File: src/rtl/core/krt_pkg.sv
// Shared widths, command codes and status codes of the keyed record table.
`timescale 1ns / 1ps

package krt_pkg;

  localparam int unsigned CAPACITY_DEF = 64;

  localparam int unsigned OP_W    = 2;
  localparam int unsigned KEY_W   = 32;
  localparam int unsigned QTY_W   = 32;
  localparam int unsigned ST_W    = 2;
  localparam int unsigned SLOT_W  = 6;

  // Slave word: opcode, part_key, amount, padded to whole bytes.
  localparam int unsigned S_TDATA_W = 72;
  // Master word: status, slot, quantity.
  localparam int unsigned M_TDATA_W = 40;

  localparam logic [OP_W-1:0] OP_INSERT = 2'd0;
  localparam logic [OP_W-1:0] OP_SEARCH = 2'd1;
  localparam logic [OP_W-1:0] OP_UPDATE = 2'd2;

  localparam logic [ST_W-1:0] ST_OK        = 2'd0;
  localparam logic [ST_W-1:0] ST_EXISTS    = 2'd1;
  localparam logic [ST_W-1:0] ST_NOT_FOUND = 2'd2;
  localparam logic [ST_W-1:0] ST_FULL      = 2'd3;

endpackage

File: src/rtl/core/krt_mem.sv
// Key and quantity stores: one synchronous read port, one write port.
`timescale 1ns / 1ps

module krt_mem #(
  parameter int unsigned DEPTH = krt_pkg::CAPACITY_DEF,
  parameter int unsigned AW    = (DEPTH > 1) ? $clog2(DEPTH) : 1
) (
  input  logic                             clk_i,
  input  logic                             rd_en_i,
  input  logic [AW-1:0]                    rd_addr_i,
  output logic signed [krt_pkg::KEY_W-1:0] rd_key_o,
  output logic signed [krt_pkg::QTY_W-1:0] rd_qty_o,
  input  logic                             we_key_i,
  input  logic                             we_qty_i,
  input  logic [AW-1:0]                    wr_addr_i,
  input  logic signed [krt_pkg::KEY_W-1:0] wr_key_i,
  input  logic signed [krt_pkg::QTY_W-1:0] wr_qty_i
);

  logic signed [krt_pkg::KEY_W-1:0] key_mem [DEPTH];
  logic signed [krt_pkg::QTY_W-1:0] qty_mem [DEPTH];

  always_ff @(posedge clk_i) begin
    if (we_key_i) begin
      key_mem[wr_addr_i] <= wr_key_i;
    end
    if (we_qty_i) begin
      qty_mem[wr_addr_i] <= wr_qty_i;
    end
  end

  // Registered read: data appears the cycle after the address.
  always_ff @(posedge clk_i) begin
    if (rd_en_i) begin
      rd_key_o <= key_mem[rd_addr_i];
      rd_qty_o <= qty_mem[rd_addr_i];
    end
  end

endmodule

File: src/rtl/core/keyed_record_table_core.sv
// Top level of the keyed record table: command sequencer, linear key scan, result register.
`timescale 1ns / 1ps

// Usage
//   Slave channel s_axis_* takes one command word: insert, search or update
//   of a signed 32-bit key. Master channel m_axis_* returns exactly one result
//   word per command: status, slot and quantity after the operation.
//   Records live in a synchronous key/quantity store of CAPACITY entries,
//   filled in order from slot 0; lookup scans the filled slots upward and the
//   first match wins.
// Throughput
//   The scan reads one stored key per cycle from the single read port and
//   visits at most the filled slots, stopping at the first match; the
//   command then loads the result register and returns to idle, and only
//   in idle is the next word taken. Opcode 3 skips the scan.
// Reset
//   Reset empties the table (fill count zero) and drops any pending result;
//   the stores need no clearing pass since only filled slots are read.
// Stall
//   A result waiting on m_axis_tready_i does not stop the next command from
//   being taken; the sequencer holds its own result until the register frees.

module keyed_record_table_core #(
  parameter int unsigned CAPACITY = krt_pkg::CAPACITY_DEF
) (
  input  logic                            clk_i,
  input  logic                            rst_ni,
  input  logic                            s_axis_tvalid_i,
  output logic                            s_axis_tready_o,
  // [1:0] opcode, [33:2] part_key, [65:34] amount, [71:66] zero
  input  logic [krt_pkg::S_TDATA_W-1:0]   s_axis_tdata_i,
  output logic                            m_axis_tvalid_o,
  input  logic                            m_axis_tready_i,
  // [1:0] status, [7:2] slot, [39:8] quantity
  output logic [krt_pkg::M_TDATA_W-1:0]   m_axis_tdata_o
);

  localparam int unsigned AW = (CAPACITY > 1) ? $clog2(CAPACITY) : 1;
  localparam int unsigned CW = $clog2(CAPACITY + 1);
  localparam logic [CW-1:0] CAP_CNT = CW'(CAPACITY);

  typedef enum logic [1:0] {
    S_IDLE,
    S_SCAN,
    S_OUT
  } state_e;

  state_e state_q, state_d;

  logic [krt_pkg::OP_W-1:0]         op_q, op_d;
  logic signed [krt_pkg::KEY_W-1:0] key_q, key_d;
  logic signed [krt_pkg::QTY_W-1:0] amt_q, amt_d;
  logic [CW-1:0]                    idx_q, idx_d;
  logic [CW-1:0]                    count_q, count_d;
  logic                             cmp_v_q, cmp_v_d;
  logic [AW-1:0]                    cmp_idx_q, cmp_idx_d;

  logic [krt_pkg::ST_W-1:0]         res_st_q, res_st_d;
  logic [krt_pkg::SLOT_W-1:0]       res_slot_q, res_slot_d;
  logic signed [krt_pkg::QTY_W-1:0] res_qty_q, res_qty_d;

  logic                             m_valid_q, m_valid_d;
  logic [krt_pkg::ST_W-1:0]         m_st_q, m_st_d;
  logic [krt_pkg::SLOT_W-1:0]       m_slot_q, m_slot_d;
  logic signed [krt_pkg::QTY_W-1:0] m_qty_q, m_qty_d;

  logic                             rd_en;
  logic signed [krt_pkg::KEY_W-1:0] rd_key;
  logic signed [krt_pkg::QTY_W-1:0] rd_qty;
  logic                             we_key, we_qty;
  logic [AW-1:0]                    wr_addr;
  logic signed [krt_pkg::QTY_W-1:0] wr_qty;

  logic in_accept, hit, more, out_load;

  assign s_axis_tready_o = (state_q == S_IDLE);
  assign in_accept       = s_axis_tvalid_i && s_axis_tready_o;
  assign hit             = cmp_v_q && (rd_key == key_q);
  assign more            = (idx_q < count_q);
  assign out_load        = (state_q == S_OUT) && (!m_valid_q || m_axis_tready_i);

  krt_mem #(
    .DEPTH (CAPACITY),
    .AW    (AW)
  ) u_mem (
    .clk_i     (clk_i),
    .rd_en_i   (rd_en),
    .rd_addr_i (idx_q[AW-1:0]),
    .rd_key_o  (rd_key),
    .rd_qty_o  (rd_qty),
    .we_key_i  (we_key),
    .we_qty_i  (we_qty),
    .wr_addr_i (wr_addr),
    .wr_key_i  (key_q),
    .wr_qty_i  (wr_qty)
  );

  always_comb begin
    state_d    = state_q;
    op_d       = op_q;
    key_d      = key_q;
    amt_d      = amt_q;
    idx_d      = idx_q;
    count_d    = count_q;
    cmp_v_d    = 1'b0;
    cmp_idx_d  = cmp_idx_q;
    res_st_d   = res_st_q;
    res_slot_d = res_slot_q;
    res_qty_d  = res_qty_q;
    rd_en      = 1'b0;
    we_key     = 1'b0;
    we_qty     = 1'b0;
    wr_addr    = count_q[AW-1:0];
    wr_qty     = amt_q;

    unique case (state_q)
      S_IDLE: begin
        if (in_accept) begin
          op_d  = s_axis_tdata_i[1:0];
          key_d = s_axis_tdata_i[33:2];
          amt_d = s_axis_tdata_i[65:34];
          idx_d = '0;
          if (s_axis_tdata_i[1:0] == krt_pkg::OP_INSERT ||
              s_axis_tdata_i[1:0] == krt_pkg::OP_SEARCH ||
              s_axis_tdata_i[1:0] == krt_pkg::OP_UPDATE) begin
            state_d = S_SCAN;
          end else begin
            res_st_d   = krt_pkg::ST_NOT_FOUND;
            res_slot_d = '0;
            res_qty_d  = '0;
            state_d    = S_OUT;
          end
        end
      end

      S_SCAN: begin
        if (hit) begin
          state_d = S_OUT;
          case (op_q)
            krt_pkg::OP_INSERT: begin
              res_st_d   = krt_pkg::ST_EXISTS;
              res_slot_d = '0;
              res_qty_d  = '0;
            end
            krt_pkg::OP_UPDATE: begin
              // Read-modify-write of the matched quantity; the sum wraps.
              wr_addr    = cmp_idx_q;
              wr_qty     = rd_qty + amt_q;
              we_qty     = 1'b1;
              res_st_d   = krt_pkg::ST_OK;
              res_slot_d = krt_pkg::SLOT_W'(cmp_idx_q);
              res_qty_d  = rd_qty + amt_q;
            end
            default: begin
              res_st_d   = krt_pkg::ST_OK;
              res_slot_d = krt_pkg::SLOT_W'(cmp_idx_q);
              res_qty_d  = rd_qty;
            end
          endcase
        end else if (more) begin
          // Issue the next read; its key is compared next cycle.
          rd_en     = 1'b1;
          cmp_v_d   = 1'b1;
          cmp_idx_d = idx_q[AW-1:0];
          idx_d     = idx_q + 1'b1;
        end else begin
          state_d    = S_OUT;
          res_slot_d = '0;
          res_qty_d  = '0;
          if (op_q == krt_pkg::OP_INSERT) begin
            if (count_q == CAP_CNT) begin
              res_st_d = krt_pkg::ST_FULL;
            end else begin
              we_key     = 1'b1;
              we_qty     = 1'b1;
              count_d    = count_q + 1'b1;
              res_st_d   = krt_pkg::ST_OK;
              res_slot_d = krt_pkg::SLOT_W'(count_q[AW-1:0]);
              res_qty_d  = amt_q;
            end
          end else begin
            res_st_d = krt_pkg::ST_NOT_FOUND;
          end
        end
      end

      S_OUT: begin
        if (out_load) begin
          state_d = S_IDLE;
        end
      end

      default: state_d = S_IDLE;
    endcase
  end

  always_comb begin
    m_st_d   = m_st_q;
    m_slot_d = m_slot_q;
    m_qty_d  = m_qty_q;
    if (out_load) begin
      m_valid_d = 1'b1;
      m_st_d    = res_st_q;
      m_slot_d  = res_slot_q;
      m_qty_d   = res_qty_q;
    end else if (m_axis_tready_i) begin
      m_valid_d = 1'b0;
    end else begin
      m_valid_d = m_valid_q;
    end
  end

  always_ff @(posedge clk_i or negedge rst_ni) begin
    if (!rst_ni) begin
      state_q   <= S_IDLE;
      count_q   <= '0;
      cmp_v_q   <= 1'b0;
      m_valid_q <= 1'b0;
    end else begin
      state_q    <= state_d;
      count_q    <= count_d;
      cmp_v_q    <= cmp_v_d;
      m_valid_q  <= m_valid_d;
      op_q       <= op_d;
      key_q      <= key_d;
      amt_q      <= amt_d;
      idx_q      <= idx_d;
      cmp_idx_q  <= cmp_idx_d;
      res_st_q   <= res_st_d;
      res_slot_q <= res_slot_d;
      res_qty_q  <= res_qty_d;
      m_st_q     <= m_st_d;
      m_slot_q   <= m_slot_d;
      m_qty_q    <= m_qty_d;
    end
  end

  assign m_axis_tvalid_o = m_valid_q;
  assign m_axis_tdata_o  = {m_qty_q, m_slot_q, m_st_q};

  a_count_bound: assert property (@(posedge clk_i) disable iff (!rst_ni)
    count_q <= CAP_CNT)
    else $error("fill count exceeds capacity");

  a_count_grows_on_insert: assert property (@(posedge clk_i) disable iff (!rst_ni)
    we_key |=> (count_q == $past(count_q) + 1'b1))
    else $error("key write without fill count advance");

  a_count_holds: assert property (@(posedge clk_i) disable iff (!rst_ni)
    !we_key |=> $stable(count_q))
    else $error("fill count moved without an insert");

  a_fail_zeroed: assert property (@(posedge clk_i) disable iff (!rst_ni)
    (m_valid_q && m_st_q != krt_pkg::ST_OK) |-> (m_slot_q == '0 && m_qty_q == '0))
    else $error("failed result carries non-zero slot or quantity");

  a_write_in_scan: assert property (@(posedge clk_i) disable iff (!rst_ni)
    (we_key || we_qty) |-> (state_q == S_SCAN && !rd_en))
    else $error("store write outside the scan finish");

endmodule

File: config.mk
export PLATFORM = sky130hd
export DESIGN_NAME = keyed_record_table_core
export DESIGN_NICKNAME = d
export VERILOG_FILES = /design/src/rtl/core/krt_pkg.sv /design/src/rtl/core/krt_mem.sv /design/src/rtl/core/keyed_record_table_core.sv
export SDC_FILE = /design/constraint.sdc
export NUM_CORES = 2
export LEC_CHECK = 0
export BUFFER_PORTS_ARGS = -buffer_cell sky130_fd_sc_hd__buf_2
export CAP_MARGIN = 20
export CORE_UTILIZATION = 65
export CTS_BUF_LIST = sky130_fd_sc_hd__clkbuf_4
export DETAILED_ROUTE_END_ITERATION = 6
export PLACE_DENSITY = 0.89
export SYNTH_ARGS = -nofsm -noshare
export SYNTH_HDL_FRONTEND = slang
export SYNTH_SLANG_ARGS = --single-unit
File: constraint.sdc
create_clock -name clk_i -period 6.95 [get_ports clk_i]
set_input_delay 0.3475 -clock clk_i [delete_from_list [all_inputs] [get_ports clk_i]]
set_output_delay 0.3475 -clock clk_i [all_outputs]
set_load 0.005 [all_outputs]
==> metrics.txt, run 1 <==
Die W=508 um; Synth Warn #=0; num ports=about 120; Cell Rows=approximately 190; Mapped Nets=6934; ys flop type=edfxtp_1; Synth async-reset ratio=0.00254; First Err=[ERROR DPL-0033] detailed placement checks failed during check placement.; input/output buffers=between 100 and 150; status=stopped before the end; Syn Area/Cell=approximately 24 um2; GPL Wtd Cong=between 0.9 and 1; Synth Register Bits=approximately 4.3k; Mapped Cells=around 6.8k; Post-Syn Area=about 0.17 mm2; Exit stage=detailed placement (3_5_place_dp); Initial Util=0.654; number of synthesized flops with an enable pin=between 4k and 5k; DP Wirelength=roughly 330000 um; sequential area share after synthesis=0.781; Die Y=a little over 500 um; synth unique cells=80
[metrics by stage]
stage	cell area, um2	hold slack (ns)	worst slack, ns
floorplan	166000	0.0519	0.830
global placement	173000	0.318	1.73
[synth_stat cells, types with 6 or more instances]
| cell | count | area (um2) |
|---|---|---|
| edfxtp_1 | 4319 | 130000 |
| clkbuf_1 | 216 | 811 |
| inv_1 | 25 | 93.8 |
| nor3b_1 | 7 | 52.6 |
| nand2_1 | 108 | 405 |
| nor4_1 | 7 | 43.8 |
| mux4_2 | 1344 | 30300 |
| a21o_1 | 20 | 150 |
| a21oi_1 | 62 | 310 |
| a22oi_1 | 9 | 67.6 |
| and2_1 | 7 | 43.8 |
| xnor2_1 | 41 | 359 |
| ha_1 | 40 | 500 |
| nand3_1 | 23 | 115 |
| nand4_1 | 13 | 81.3 |
| nor2_1 | 195 | 732 |
| a31oi_1 | 11 | 68.8 |
| nor2b_1 | 8 | 50.1 |
| buf_2 | 28 | 140 |
| buf_1 | 93 | 349 |
| xor2_1 | 27 | 236 |
| or3_1 | 6 | 37.5 |
| nand2b_1 | 15 | 93.8 |
| o21ai_0 | 38 | 190 |
| a221oi_1 | 9 | 78.8 |
| and3_1 | 16 | 100 |
| nor3_1 | 18 | 90.1 |
| dfrtp_1 | 11 | 275 |
[kinds of logic after synthesis]
kind of cell / synth area share
flops: 0.781
simple gates: 0.0125
mux: 0.183
xor+xnor: 0.00358
fa+ha+maj: 0.00313
buf+inv: 0.00882
compound gates: 0.00833
==> run 2: changes to the inputs <==
--- a/config.mk
+++ b/config.mk
@@ -7,10 +7,9 @@
 export LEC_CHECK = 0
 export BUFFER_PORTS_ARGS = -buffer_cell sky130_fd_sc_hd__buf_2
 export CAP_MARGIN = 20
-export CORE_UTILIZATION = 65
-export CTS_BUF_LIST = sky130_fd_sc_hd__clkbuf_4
+export CORE_UTILIZATION = 40
 export DETAILED_ROUTE_END_ITERATION = 6
-export PLACE_DENSITY = 0.89
+export PLACE_DENSITY_LB_ADDON = 0.15
 export SYNTH_ARGS = -nofsm -noshare
 export SYNTH_HDL_FRONTEND = slang
 export SYNTH_SLANG_ARGS = --single-unit
==> run 2 against run 1 <==
The flow now finishes without violations. Synthesized cell count did not move. Area after synthesis stayed put.
==> metrics.txt, run 2 <==
slew margin rel.=0.236; grt ovf=0; Cell Rows=approximately 240; core box area=around 0.41 mm2; most frequent cells in the layout=edfxtp_1 (4319), mux4_2 (1344), clkbuf_16 (450), buf_4 (272), nor2_4 (131); Mapped Nets=about 7k; final worst-path cycle share=0.860; Syn Area/Cell=roughly 24 um2; Logic pwr share=0.158; nets=about 7.5k; maximum vdd drop=between 0.2 and 0.25 mV; number of synthesized flops with an enable pin=between 4k and 5k; Synth Register Bits=4330; synth unique cells=80; Initial Util=0.402; Worst-Margin Slew=1.15 ns; RSZ-0062 raised after global routing=no; GPL Wtd Cong=roughly 0.82; area grow syn2layout=14.6%; drt via density=5.69; Die Y=between 600 and 700 um; total power=62.2 mW; crit path launch type=flop; largest net degree at the start of global routing=about 120; Net Sw Frac=0.258; Top Registers=u_mem.key_mem: 2048 flops, u_mem.qty_mem: 2048 flops; Overall Global Routing Usage=0.210; final WL=441000 um; dpl cells=12.4k; Synth Warn #=0; CTS sink cnt=~4.3k; ys flop type=edfxtp_1; leading cell type in the layout, fill and taps excluded=edfxtp_1; Die ar.=approximately 0.42 mm2; fin crit period=approximately 6.0 ns; CTS tree=yes; setup tns final=0 ns; Hold Vio Cnt, Final=0; count leader, synth=edfxtp_1; critical path type=reg2reg; Synth top cells by count=edfxtp_1 (4319), mux4_2 (1344), clkbuf_1 (216), nor2_1 (195), nand2_1 (108); max-cap violations=0; root buf cell=clkbuf_16; Flop pwr share=0.479; final worst-path setup slack=just under 1 ns; dominant cell type by area after synthesis=edfxtp_1; drt first pass iters=6; Post-route DRC=0; Max clock buf depth=4; Final Setup Violations=0; cell area power density=between 300 and 400 mW/mm2; static leakage=between 50 and 60 nW; CP Data Required Time=7.58 ns; non-filler instance count after layout=around 13k; DP Wirelength=approximately 260000 um; DR vias=75.5k; Die W=around 650 um; max-slew violations=0; input/output buffers=approximately 110; Post-DP Area=0.176 mm2; Post-DRT Antenna Nets=0; Max FO, Critical Path=24; post-synth top area share=0.779; CTS Buf Count=approximately 440; layout cells sized above 1=0.326; worst-skew pair later-pin latency=roughly 1 ns; synth top area cells=edfxtp_1 (78%), mux4_2 (18%), clkbuf_1 (0.49%); CTS HTree Levels=5; initial antenna violation count=22; Hold Path Class=in2reg; Final Util=0.461; Synth async-reset ratio=0.00254; Mapped Cells=approximately 7k; Post-Syn Area=about 0.17 mm2; skew final=around 0.067 ns; worst endpoint data arrival time=between 6 and 7 ns; vias in the first global route=78.1k; NetSw=16.0 mW; num ports=approximately 120; Reg clk slew, reported paths=0.06 ns; Max Fclk=around 0.17 GHz; clock network fraction of total power=0.363; CP Capture Type=flop; WL per Instance=~33 um; fin area=~0.19 mm2; first-pass GRT wire length=615000 um; internal power=46.2 mW; Detailed Route Iter0 Violations=around 8.2k; post-place setup slack=between 1 and 1.5 ns; WHS=between 0.07 and 0.08 ns; status=complete, no violations; sequential area share after synthesis=0.781
## run 2: cell counts after synthesis
Identical to the previous run, type by type.
## run 2: kinds of logic after synthesis
logic type,Yosys count,synth area share
adders and majority gates,41,0.00313
muxes,1357,0.183
DFF,4330,0.781
buffers and inverters,370,0.00882
AOI/OAI and AO/OA,205,0.00833
and+or+nand+nor,446,0.0125
xor gates and xnor gates,68,0.00358
## run 2: worst paths after layout
path	from	to	slack, ns	cells after the start
worst min register to register	res_qty_q[23]$_SDFFCE_PN0P_	m_qty_q[23]$_DFFE_PP_	0.42	0
worst max register to register	count_q[0]$_DFFE_PN0P_	u_mem.key_mem[59][3]$_DFFE_PP_	0.98	10
worst max-delay path	count_q[0]$_DFFE_PN0P_	u_mem.key_mem[59][3]$_DFFE_PP_	0.98	10
worst min-delay path	s_axis_tdata_i[36]	amt_q[2]$_DFFE_PP_	0.08	2
max in group asynchronous	rst_ni	cmp_v_q$_DFF_PN0_	5.38	3
min in group asynchronous	rst_ni	count_q[0]$_DFFE_PN0P_	0.88	3
## run 2: worst max-delay path: stages (launching register included)
cell and delay [ns]:
dfrtp_1 0.50, inv_1 0.18, ha_1 0.23, nand4_1 0.18
and3_1 0.87, nor2b_1 0.95, nor2b_2 0.79, nand2b_1 0.47
buf_4 0.38, nor2_4 0.57, buf_4 0.45
## run 2: repair_timing
action / 4_1_cts / 5_1_grt
gates resized for setup: 0 / 0
setup buffers: 0 / 0
endpoints found under the hold margin: 98 / 0
hold buffers: 81 / 0
## run 2: layout make-up
class | instances | area (um2)
fillers | 34000 | 223000
flip-flops and latches | 4330 | 130000
multi-input cells | 2117 | 36300
clock buffers | 554 | 11700
well taps | 5474 | 6850
repair buffers | 492 | 3970
clock inverters | 251 | 1940
inverters | 25 | 93.8
diodes | 21 | 52.6
## run 2: layer usage
layer  share of wire  vias to the layer above  GRT usage  wire length, um
li1                -                    30800          -                -
met1            0.41                    41900      0.280           179000
met2            0.52                     2260      0.365           228000
met3           0.049                      605     0.0236            21600
met4           0.029                        4     0.0581            12800
met5        0.000061                        -          0               27
## run 2: power groups by stage
stage	combinational, mW	clock [mW]	sequential, mW
CTS	10.1	23.0	29.8
floorplan	5.57	0	30.5
global route	10.3	23.9	29.8
finish	9.83	22.6	29.8
global placement	9.94	0	30.3
detailed placement	10.0	0	30.3
Note: power is estimated with default switching activity, not from simulation.
